--- config.mk ---
export PLATFORM = sky130hd
export DESIGN_NAME = dcpu_instruction_encoder
export DESIGN_NICKNAME = d
export VERILOG_FILES = /design/src/sv/dcpu_pkg.sv /design/src/sv/dcpu_front.sv /design/src/sv/dcpu_queue.sv /design/src/sv/dcpu_back.sv /design/src/sv/dcpu_instruction_encoder.sv
export SDC_FILE = /design/constraint.sdc
export NUM_CORES = 1
export LEC_CHECK = 0
export BUFFER_PORTS_ARGS = -buffer_cell sky130_fd_sc_hd__clkbuf_2
export CELL_PAD_IN_SITES_DETAIL_PLACEMENT = 1
export CELL_PAD_IN_SITES_GLOBAL_PLACEMENT = 2
export CORE_MARGIN = 8
export CORE_UTILIZATION = 38
export CTS_CLUSTER_SIZE = 24
export DETAILED_ROUTE_END_ITERATION = 10
export PLACE_DENSITY_LB_ADDON = 0.1
export SLEW_MARGIN = 20
export SYNTH_ARGS = -nofsm -noshare
export SYNTH_HDL_FRONTEND = slang
export SYNTH_SLANG_ARGS = --single-unit
--- constraint.sdc ---
create_clock -name clock -period 4.7 [get_ports clock]
set_input_delay 0.94 -clock clock [delete_from_list [all_inputs] [get_ports clock]]
set_output_delay 0.94 -clock clock [all_outputs]
set_load 0.1 [all_outputs]
--- src/sv/dcpu_pkg.sv ---
package dcpu_pkg;

   // Operand kinds as they arrive on the request channel.
   localparam logic [3:0] KIND_REG      = 4'd0;
   localparam logic [3:0] KIND_REG_PTR  = 4'd1;
   localparam logic [3:0] KIND_NEXT_REG = 4'd2;
   localparam logic [3:0] KIND_POP      = 4'd3;
   localparam logic [3:0] KIND_PEEK     = 4'd4;
   localparam logic [3:0] KIND_PUSH     = 4'd5;
   localparam logic [3:0] KIND_SP       = 4'd6;
   localparam logic [3:0] KIND_PC       = 4'd7;
   localparam logic [3:0] KIND_O        = 4'd8;
   localparam logic [3:0] KIND_NEXT_PTR = 4'd9;

   localparam logic [3:0] OP_JSR = 4'd0;

   // Six-bit operand codes.
   localparam logic [5:0] CODE_REG_PTR  = 6'h08;
   localparam logic [5:0] CODE_NEXT_REG = 6'h10;
   localparam logic [5:0] CODE_POP      = 6'h18;
   localparam logic [5:0] CODE_PEEK     = 6'h19;
   localparam logic [5:0] CODE_PUSH     = 6'h1a;
   localparam logic [5:0] CODE_SP       = 6'h1b;
   localparam logic [5:0] CODE_PC       = 6'h1c;
   localparam logic [5:0] CODE_O        = 6'h1d;
   localparam logic [5:0] CODE_NEXT_PTR = 6'h1e;
   localparam logic [5:0] CODE_NEXT_LIT = 6'h1f;
   localparam logic [5:0] CODE_SHORT    = 6'h20;
   localparam logic [5:0] CODE_JSR_SEL  = 6'h01;

   localparam logic [15:0] SHORT_LIMIT = 16'd32;

   localparam int QUEUE_DEPTH = 2;

   // One classified instruction, ready to be serialized.
   typedef struct packed {
      logic [15:0] word;
      logic        first_has;
      logic [15:0] first_extra;
      logic        second_has;
      logic [15:0] second_extra;
   } entry_type;

   typedef struct packed {
      logic empty;
      logic full;
   } queue_status_type;

   typedef struct packed {
      logic busy;
   } back_status_type;

endpackage

--- src/sv/dcpu_front.sv ---
module dcpu_front (
   input  logic [3:0]          operation,
   input  logic [3:0]          first_kind,
   input  logic [2:0]          first_register,
   input  logic [15:0]         first_value,
   input  logic                first_is_label,
   input  logic [3:0]          second_kind,
   input  logic [2:0]          second_register,
   input  logic [15:0]         second_value,
   input  logic                second_is_label,
   output dcpu_pkg::entry_type entry
);

   typedef struct packed {
      logic [5:0] code;
      logic       has;
   } operand_type;

   function automatic operand_type encode(input logic [3:0] kind, input logic [2:0] regs,
                                          input logic [15:0] value, input logic is_label);
      operand_type res;
      res.has  = 1'b0;
      res.code = {3'b000, regs};
      unique case (kind)
         dcpu_pkg::KIND_REG:      res.code = {3'b000, regs};
         dcpu_pkg::KIND_REG_PTR:  res.code = dcpu_pkg::CODE_REG_PTR | {3'b000, regs};
         dcpu_pkg::KIND_NEXT_REG: begin
            res.code = dcpu_pkg::CODE_NEXT_REG | {3'b000, regs};
            res.has  = 1'b1;
         end
         dcpu_pkg::KIND_POP:      res.code = dcpu_pkg::CODE_POP;
         dcpu_pkg::KIND_PEEK:     res.code = dcpu_pkg::CODE_PEEK;
         dcpu_pkg::KIND_PUSH:     res.code = dcpu_pkg::CODE_PUSH;
         dcpu_pkg::KIND_SP:       res.code = dcpu_pkg::CODE_SP;
         dcpu_pkg::KIND_PC:       res.code = dcpu_pkg::CODE_PC;
         dcpu_pkg::KIND_O:        res.code = dcpu_pkg::CODE_O;
         dcpu_pkg::KIND_NEXT_PTR: begin
            res.code = dcpu_pkg::CODE_NEXT_PTR;
            res.has  = 1'b1;
         end
         default: begin
            // Literal, and every unused kind code is treated as one.
            if (!is_label && value < dcpu_pkg::SHORT_LIMIT) begin
               res.code = dcpu_pkg::CODE_SHORT | {1'b0, value[4:0]};
            end else begin
               res.code = dcpu_pkg::CODE_NEXT_LIT;
               res.has  = 1'b1;
            end
         end
      endcase
      return res;
   endfunction

   operand_type first_enc;
   operand_type second_enc;
   logic        is_jsr;
   logic [5:0]  first_code;

   always_comb begin
      first_enc  = encode(first_kind, first_register, first_value, first_is_label);
      second_enc = encode(second_kind, second_register, second_value, second_is_label);
      is_jsr     = (operation == dcpu_pkg::OP_JSR);
      first_code = is_jsr ? dcpu_pkg::CODE_JSR_SEL : first_enc.code;

      entry.word         = {second_enc.code, first_code, operation};
      entry.first_has    = first_enc.has && !is_jsr;
      entry.first_extra  = first_value;
      entry.second_has   = second_enc.has;
      entry.second_extra = second_value;
   end

endmodule

--- src/sv/dcpu_queue.sv ---
module dcpu_queue (
   input  logic                       clock,
   input  logic                       reset,
   input  logic                       push,
   input  dcpu_pkg::entry_type        push_entry,
   input  logic                       pop,
   output dcpu_pkg::entry_type        head,
   output dcpu_pkg::queue_status_type status
);

   localparam int PtrWidth = $clog2(dcpu_pkg::QUEUE_DEPTH);
   localparam int CntWidth = $clog2(dcpu_pkg::QUEUE_DEPTH + 1);

   dcpu_pkg::entry_type slots_ff [dcpu_pkg::QUEUE_DEPTH];

   logic [PtrWidth-1:0] wr_ptr_ff, wr_ptr_in;
   logic [PtrWidth-1:0] rd_ptr_ff, rd_ptr_in;
   logic [CntWidth-1:0] count_ff, count_in;

   function automatic logic [PtrWidth-1:0] next_ptr(input logic [PtrWidth-1:0] ptr);
      if (ptr == PtrWidth'(dcpu_pkg::QUEUE_DEPTH - 1)) begin
         return '0;
      end
      return ptr + PtrWidth'(1);
   endfunction

   always_comb begin
      status.empty = (count_ff == '0);
      status.full  = (count_ff == CntWidth'(dcpu_pkg::QUEUE_DEPTH));
      head         = slots_ff[rd_ptr_ff];

      wr_ptr_in = push ? next_ptr(wr_ptr_ff) : wr_ptr_ff;
      rd_ptr_in = pop ? next_ptr(rd_ptr_ff) : rd_ptr_ff;
      count_in  = count_ff;
      if (push && !pop) begin
         count_in = count_ff + CntWidth'(1);
      end else if (pop && !push) begin
         count_in = count_ff - CntWidth'(1);
      end
   end

   always_ff @(posedge clock) begin
      if (push) begin
         slots_ff[wr_ptr_ff] <= push_entry;
      end
   end

   always_ff @(posedge clock) begin
      if (reset) begin
         wr_ptr_ff <= '0;
         rd_ptr_ff <= '0;
         count_ff  <= '0;
      end else begin
         wr_ptr_ff <= wr_ptr_in;
         rd_ptr_ff <= rd_ptr_in;
         count_ff  <= count_in;
      end
   end

endmodule

--- src/sv/dcpu_back.sv ---
module dcpu_back (
   input  logic                       clock,
   input  logic                       reset,
   input  dcpu_pkg::entry_type        head,
   input  dcpu_pkg::queue_status_type q_status,
   output logic                       pop,
   output dcpu_pkg::back_status_type  status,
   output logic                       rsp_valid,
   input  logic                       rsp_ready,
   output logic [15:0]                rsp_word,
   output logic                       rsp_last
);

   typedef enum logic [2:0] {
      STEP_WORD   = 3'b001,
      STEP_FIRST  = 3'b010,
      STEP_SECOND = 3'b100
   } step_type;

   dcpu_pkg::entry_type cur_ff, cur_in;
   logic                cur_valid_ff, cur_valid_in;
   step_type            step_ff, step_in;
   logic                rsp_valid_ff, rsp_valid_in;
   logic [15:0]         rsp_word_ff, rsp_word_in;
   logic                rsp_last_ff, rsp_last_in;

   logic        emit;
   logic        done;
   step_type    step_next;
   logic [15:0] word_sel;

   always_comb begin
      word_sel  = cur_ff.word;
      step_next = STEP_WORD;
      done      = 1'b1;
      unique case (step_ff)
         STEP_WORD: begin
            word_sel = cur_ff.word;
            if (cur_ff.first_has) begin
               step_next = STEP_FIRST;
               done      = 1'b0;
            end else if (cur_ff.second_has) begin
               step_next = STEP_SECOND;
               done      = 1'b0;
            end
         end
         STEP_FIRST: begin
            word_sel = cur_ff.first_extra;
            if (cur_ff.second_has) begin
               step_next = STEP_SECOND;
               done      = 1'b0;
            end
         end
         STEP_SECOND: begin
            word_sel = cur_ff.second_extra;
         end
         default: begin
            word_sel = cur_ff.word;
         end
      endcase

      // A word moves into the output register when that register is free or drains now.
      emit = cur_valid_ff && (!rsp_valid_ff || rsp_ready);
      // The next instruction is taken as soon as the current one hands over its last word.
      pop  = !q_status.empty && (!cur_valid_ff || (emit && done));

      cur_in       = pop ? head : cur_ff;
      cur_valid_in = pop || (cur_valid_ff && !(emit && done));
      if (pop) begin
         step_in = STEP_WORD;
      end else if (emit && !done) begin
         step_in = step_next;
      end else begin
         step_in = step_ff;
      end

      rsp_valid_in = emit || (rsp_valid_ff && !rsp_ready);
      rsp_word_in  = emit ? word_sel : rsp_word_ff;
      rsp_last_in  = emit ? done : rsp_last_ff;

      status.busy = cur_valid_ff;
      rsp_valid   = rsp_valid_ff;
      rsp_word    = rsp_word_ff;
      rsp_last    = rsp_last_ff;
   end

   always_ff @(posedge clock) begin
      cur_ff      <= cur_in;
      rsp_word_ff <= rsp_word_in;
      rsp_last_ff <= rsp_last_in;
   end

   always_ff @(posedge clock) begin
      if (reset) begin
         cur_valid_ff <= 1'b0;
         step_ff      <= STEP_WORD;
         rsp_valid_ff <= 1'b0;
      end else begin
         cur_valid_ff <= cur_valid_in;
         step_ff      <= step_in;
         rsp_valid_ff <= rsp_valid_in;
      end
   end

endmodule

--- src/sv/dcpu_instruction_encoder.sv ---
// Encoder for resolved DCPU-16 instructions.
// Request channel (req_valid/req_ready): one instruction per transfer, an
// operation plus two operand descriptors. Response channel
// (rsp_valid/rsp_ready): one 16-bit machine word per transfer; the packed
// instruction word comes first, then the first operand's extra word and then
// the second operand's, if present. rsp_last marks the final word.
// An instruction is classified as it is accepted and written into a
// two-entry queue; a serializer reads the queue and feeds a registered output.
// From idle, a request passes through a queue slot and the serializer's
// instruction register into the output register. The output register moves
// one word per cycle while rsp_ready is high; an instruction takes one word plus
// its extra words on the response channel, and that word count sets the sustained rate.
// When the receiver stalls, the output word holds, the queue fills and
// req_ready drops once both queue entries are taken.
// Synchronous reset empties the queue and the output register; no words are
// pending afterward.
module dcpu_instruction_encoder (
   input  logic        clock,
   input  logic        reset,
   input  logic        req_valid,
   output logic        req_ready,
   input  logic [3:0]  req_operation,
   input  logic [3:0]  req_first_kind,
   input  logic [2:0]  req_first_register,
   input  logic [15:0] req_first_value,
   input  logic        req_first_is_label,
   input  logic [3:0]  req_second_kind,
   input  logic [2:0]  req_second_register,
   input  logic [15:0] req_second_value,
   input  logic        req_second_is_label,
   output logic        rsp_valid,
   input  logic        rsp_ready,
   output logic [15:0] rsp_word,
   output logic        rsp_last
);

   dcpu_pkg::entry_type        new_entry;
   dcpu_pkg::entry_type        head;
   dcpu_pkg::queue_status_type q_status;
   dcpu_pkg::back_status_type  b_status;
   logic                       push;
   logic                       pop;

   assign req_ready = !q_status.full;
   assign push      = req_valid && req_ready;

   dcpu_front u_front (
      .operation       (req_operation),
      .first_kind      (req_first_kind),
      .first_register  (req_first_register),
      .first_value     (req_first_value),
      .first_is_label  (req_first_is_label),
      .second_kind     (req_second_kind),
      .second_register (req_second_register),
      .second_value    (req_second_value),
      .second_is_label (req_second_is_label),
      .entry           (new_entry)
   );

   dcpu_queue u_queue (
      .clock      (clock),
      .reset      (reset),
      .push       (push),
      .push_entry (new_entry),
      .pop        (pop),
      .head       (head),
      .status     (q_status)
   );

   dcpu_back u_back (
      .clock     (clock),
      .reset     (reset),
      .head      (head),
      .q_status  (q_status),
      .pop       (pop),
      .status    (b_status),
      .rsp_valid (rsp_valid),
      .rsp_ready (rsp_ready),
      .rsp_word  (rsp_word),
      .rsp_last  (rsp_last)
   );

`ifndef SYNTHESIS
   // The serializer never pulls from an empty queue.
   assert property (@(posedge clock) disable iff (reset) pop |-> !q_status.empty)
      else $error("pop from empty queue");

   // An instruction accepted while everything is idle reaches the serializer next cycle.
   assert property (@(posedge clock) disable iff (reset)
      (push && q_status.empty && !b_status.busy) |=> (pop || b_status.busy))
      else $error("accepted instruction not picked up by serializer");

   // Nothing is pending on the response channel right after reset.
   assert property (@(posedge clock) (!reset && $past(reset)) |-> !rsp_valid)
      else $error("response valid after reset");
`endif

endmodule
==> flow_summary.yaml <==
sta:
  fmax_mhz: 409.3
  worstMarginPinSlew_ns: 0.9437
  slew_headroom: 0.3651
  skew_ns: 0.009680
  setup_viol: 0
  slew_viol_final: 0
  hold_viol: 0
  layout_min_cycle_time_ns: 2.443
  fin_crit_sh: 0.5198
  rsz0062_at_grt: "no"
  tns_ns: 0
  fin_ws_ns: 2.257
synth:
  synth_cell_type_count: 42
  yosysTopAreaCell: "edfxtp_1"
  ys_seq_area_frac: 0.7680
  yosysWarnings: 0
  syn_inst: 402
  syn-num-nets: 459
  yosysMostFrequentCell: "edfxtp_1"
  synth_edf_count: 167
  avgSynthCellArea_um2: 16.83
  async_flop_share: 0
  syn-cell-area_um2: 6764
  synth_commonest_cells: "edfxtp_1, mux2_2, nand2_1"
  synth_top_area_share: 0.7414
  yosys_register_bits: 176
  synth_area_leaders: "edfxtp_1, mux2_2, dfxtp_1"
  synthFlopType: "edfxtp_1"
clock_tree:
  postCtsResizedCells: 0
  clk_pin_slew_ns: 0.07
  ctsHtreeMaxLevel: 4
  hold_buffers: 0
  cts_setup_buffers: 0
  cts_buffer_depth: 2
  cts-root-buf: "clkbuf_16"
  cts_tree: "built"
  clk_latency_ns: 0.42
  clock_sinks: 176
  cts_buffers: 17
routing:
  avgRoutedWirePerCell_um: 19.59
  num_vias: 3609
  drtIter0Drc: 164
  drc: 0
  wirelength_mm: 14.14
  detail-route-antenna-nets: 0
  drt-pass1-iter-count: 4
  via_per_inst: 4.999
die:
  core_um2: 17360
  die_w_um: 149.4
  num_rows: 48
  initial_utilization: 0.3897
  io_pins: 75
  die_area_um2: 22320
  dieHeight_um: 149.4
power:
  internal-power_uw: 3555
  switching_share: 0.3237
  p_leak_uw: 0.002785
  p_seq_frac: 0.474
  p_sw_uw: 1702
  vdd_drop_max_mv: 0.3884
  combPwrFrac: 0.257
  p_per_area_nw_per_um2: 655.7
  power_frac_clock: 0.269
global_route:
  grt_util_all_layers: 0.1329
  grt_max_degree: 55
  grt_overflow: 0
  grt_pass1_wl_mm: 22.22
  antenna_found_initial: 0
  grt_pass1_vias: 3863
worst_setup_path:
  reg2reg_depth: 5
  worstSetupStartpointType: "input pin"
  crit_chain: "clkbuf_2, or4_1, nor4_1, nand4_1, o221a_2"
  rrSetupSlack_ns: 2.47
  crit_buf_inv: 1
  crit_slowest_cell: "or4_1"
  worstPathMaxFanout: 7
  crit-reg2reg-capture: "u_queue.rd_ptr_ff"
  worstPathRequired_ns: 4.87
  cp-end-kind: "flop"
  cp.arrival_ns: 2.61
  cp_top_family: "simple AND/OR/NAND/NOR gates"
  crit_type: "in -> reg"
  slowest_delay_ns: 0.55
  rr_startpoint: "u_back.cur_ff[16]"
cells_and_area:
  fillers: 1739
  antenna_cells: 0
  nNetsFinal: 541
  stdcell_area_um2: 8018
  drive_gt1_frac: 0.3461
  area_delta_synth_final_pct: 18.53
min_path:
  hold_path.class: "reg -> reg"
  worstHoldEndpoint: "u_queue.count_ff[1]"
  min_from: "u_queue.count_ff[1]"
  holdPathStages: 2
placed_design:
  post-dp-hpwl_mm: 9.429
  numPortBuffers: 74
  place_ws_ns: 1.786
  placedInstanceArea_um2: 7425
  gp_congestion: 0.6941
outcome:
  status: "completed"
run:
  maxCapViolations: 0
-- power by group through the flow --
stage | Clock (µW) | Combinational [µW] | Sequential, µW
after floorplan | 0 | 677 | 2830
after global placement | 0 | 1370 | 2520
after detailed placement | 0 | 1390 | 2530
after CTS | 1460 | 1400 | 2500
after global routing | 1510 | 1470 | 2540
final | 1410 | 1350 | 2490
-- routing by layer --
metal	share of wire	track usage	vias to the layer above
met4	0.011	0.04846	0
met5	0	0	-
met3	0.039	0.03594	14
met1	0.47	0.1705	1788
met2	0.48	0.2122	68
li1	-	-	1739
-- flip-flops by register name (all words and copies together) (netlist names), 2 cells and up --
register	count
u_queue.slots_ff	100
u_queue.count_ff	2
u_back.rsp_word	16
u_back.step_ff	3
u_back.cur_ff	50
-- worst reg2reg max path, cell delays in order, from the launching register on --
cell	delay [ns]
edfxtp_1	0.45
o21bai_1	0.27
o221ai_1	0.22
a21oi_4	0.19
buf_4	0.57
mux2_2	0.41
-- kinds of logic (layout without fill, tap and decap cells) --
| family | count (synthesis) | in the layout | synth area share |
|---|---|---|---|
| DFF | 176 | 176 | 0.7680 |
| and+or+nand+nor | 77 | 77 | 0.05772 |
| AOI/OAI and AO/OA | 63 | 63 | 0.06271 |
| muxes | 53 | 53 | 0.08805 |
| buffers and inverters | 27 | 122 | 0.01517 |
| xor gates and xnor gates | 5 | 5 | 0.006475 |
| adders and majority gates | 1 | 1 | 0.001850 |
-- worst max path at each step --
stage	from	end	slack [ns]	cells after the start
global placement	req_second_value[9]	u_queue.slots_ff[0][44]	1.85	5
finish	req_second_value[9]	u_queue.slots_ff[0][44]	2.26	5
detailed placement	req_second_value[9]	u_queue.slots_ff[1][44]	1.79	5
floorplan	u_queue.count_ff[0]	u_queue.slots_ff[0][0]	0.67	3
global route	req_second_value[9]	u_queue.slots_ff[1][44]	2.14	5
CTS	req_second_value[9]	u_queue.slots_ff[0][44]	2.23	5
-- placed cells by master, fill, tap and decap left out, drive strengths merged, types with 3 or more instances in the layout --
| master | count |
|---|---|
| a21oi | 5 |
| nor2 | 13 |
| clkbuf | 92 |
| o21ai | 20 |
| mux2 | 52 |
| nor3 | 10 |
| nor4 | 5 |
| a31oi | 5 |
| bufinv | 3 |
| o21a | 4 |
| nand2b | 3 |
| edfxtp | 167 |
| o32a | 3 |
| nor2b | 3 |
| inv | 10 |
| nand3 | 3 |
| nand2 | 23 |
| or4 | 4 |
| clkinvlp | 4 |
| buf | 8 |
| xor2 | 3 |
| a22oi | 16 |
| or3 | 3 |
| dfxtp | 9 |
| clkinv | 5 |
-- final cells by class --
class                           instances  area, µm²  area share
Sequential cell                       176       5196      0.6481
Multi-Input combinational cell        199       1486      0.1854
Timing Repair Buffer                   82      430.4     0.05368
Clock buffer                           18      429.2     0.05353
Tap cell                              225      281.5     0.03511
Clock inverter                         14      163.9     0.02044
Inverter                                8      30.03    0.003745
-- through the flow --
step	instances	power [µW]	hold WS, ns	utilization
after detailed placement	690	3922	0.5152	0.4278
after CTS	722	5353	0.5247	0.4619
after global routing	722	5515	0.5552	0.4619
after global placement	690	3895	0.4855	0.4278
after floorplan	402	3506	0.4718	-
final	722	5257	0.5179	0.4619
No activity file was read; power rests on OpenSTA's default activity.
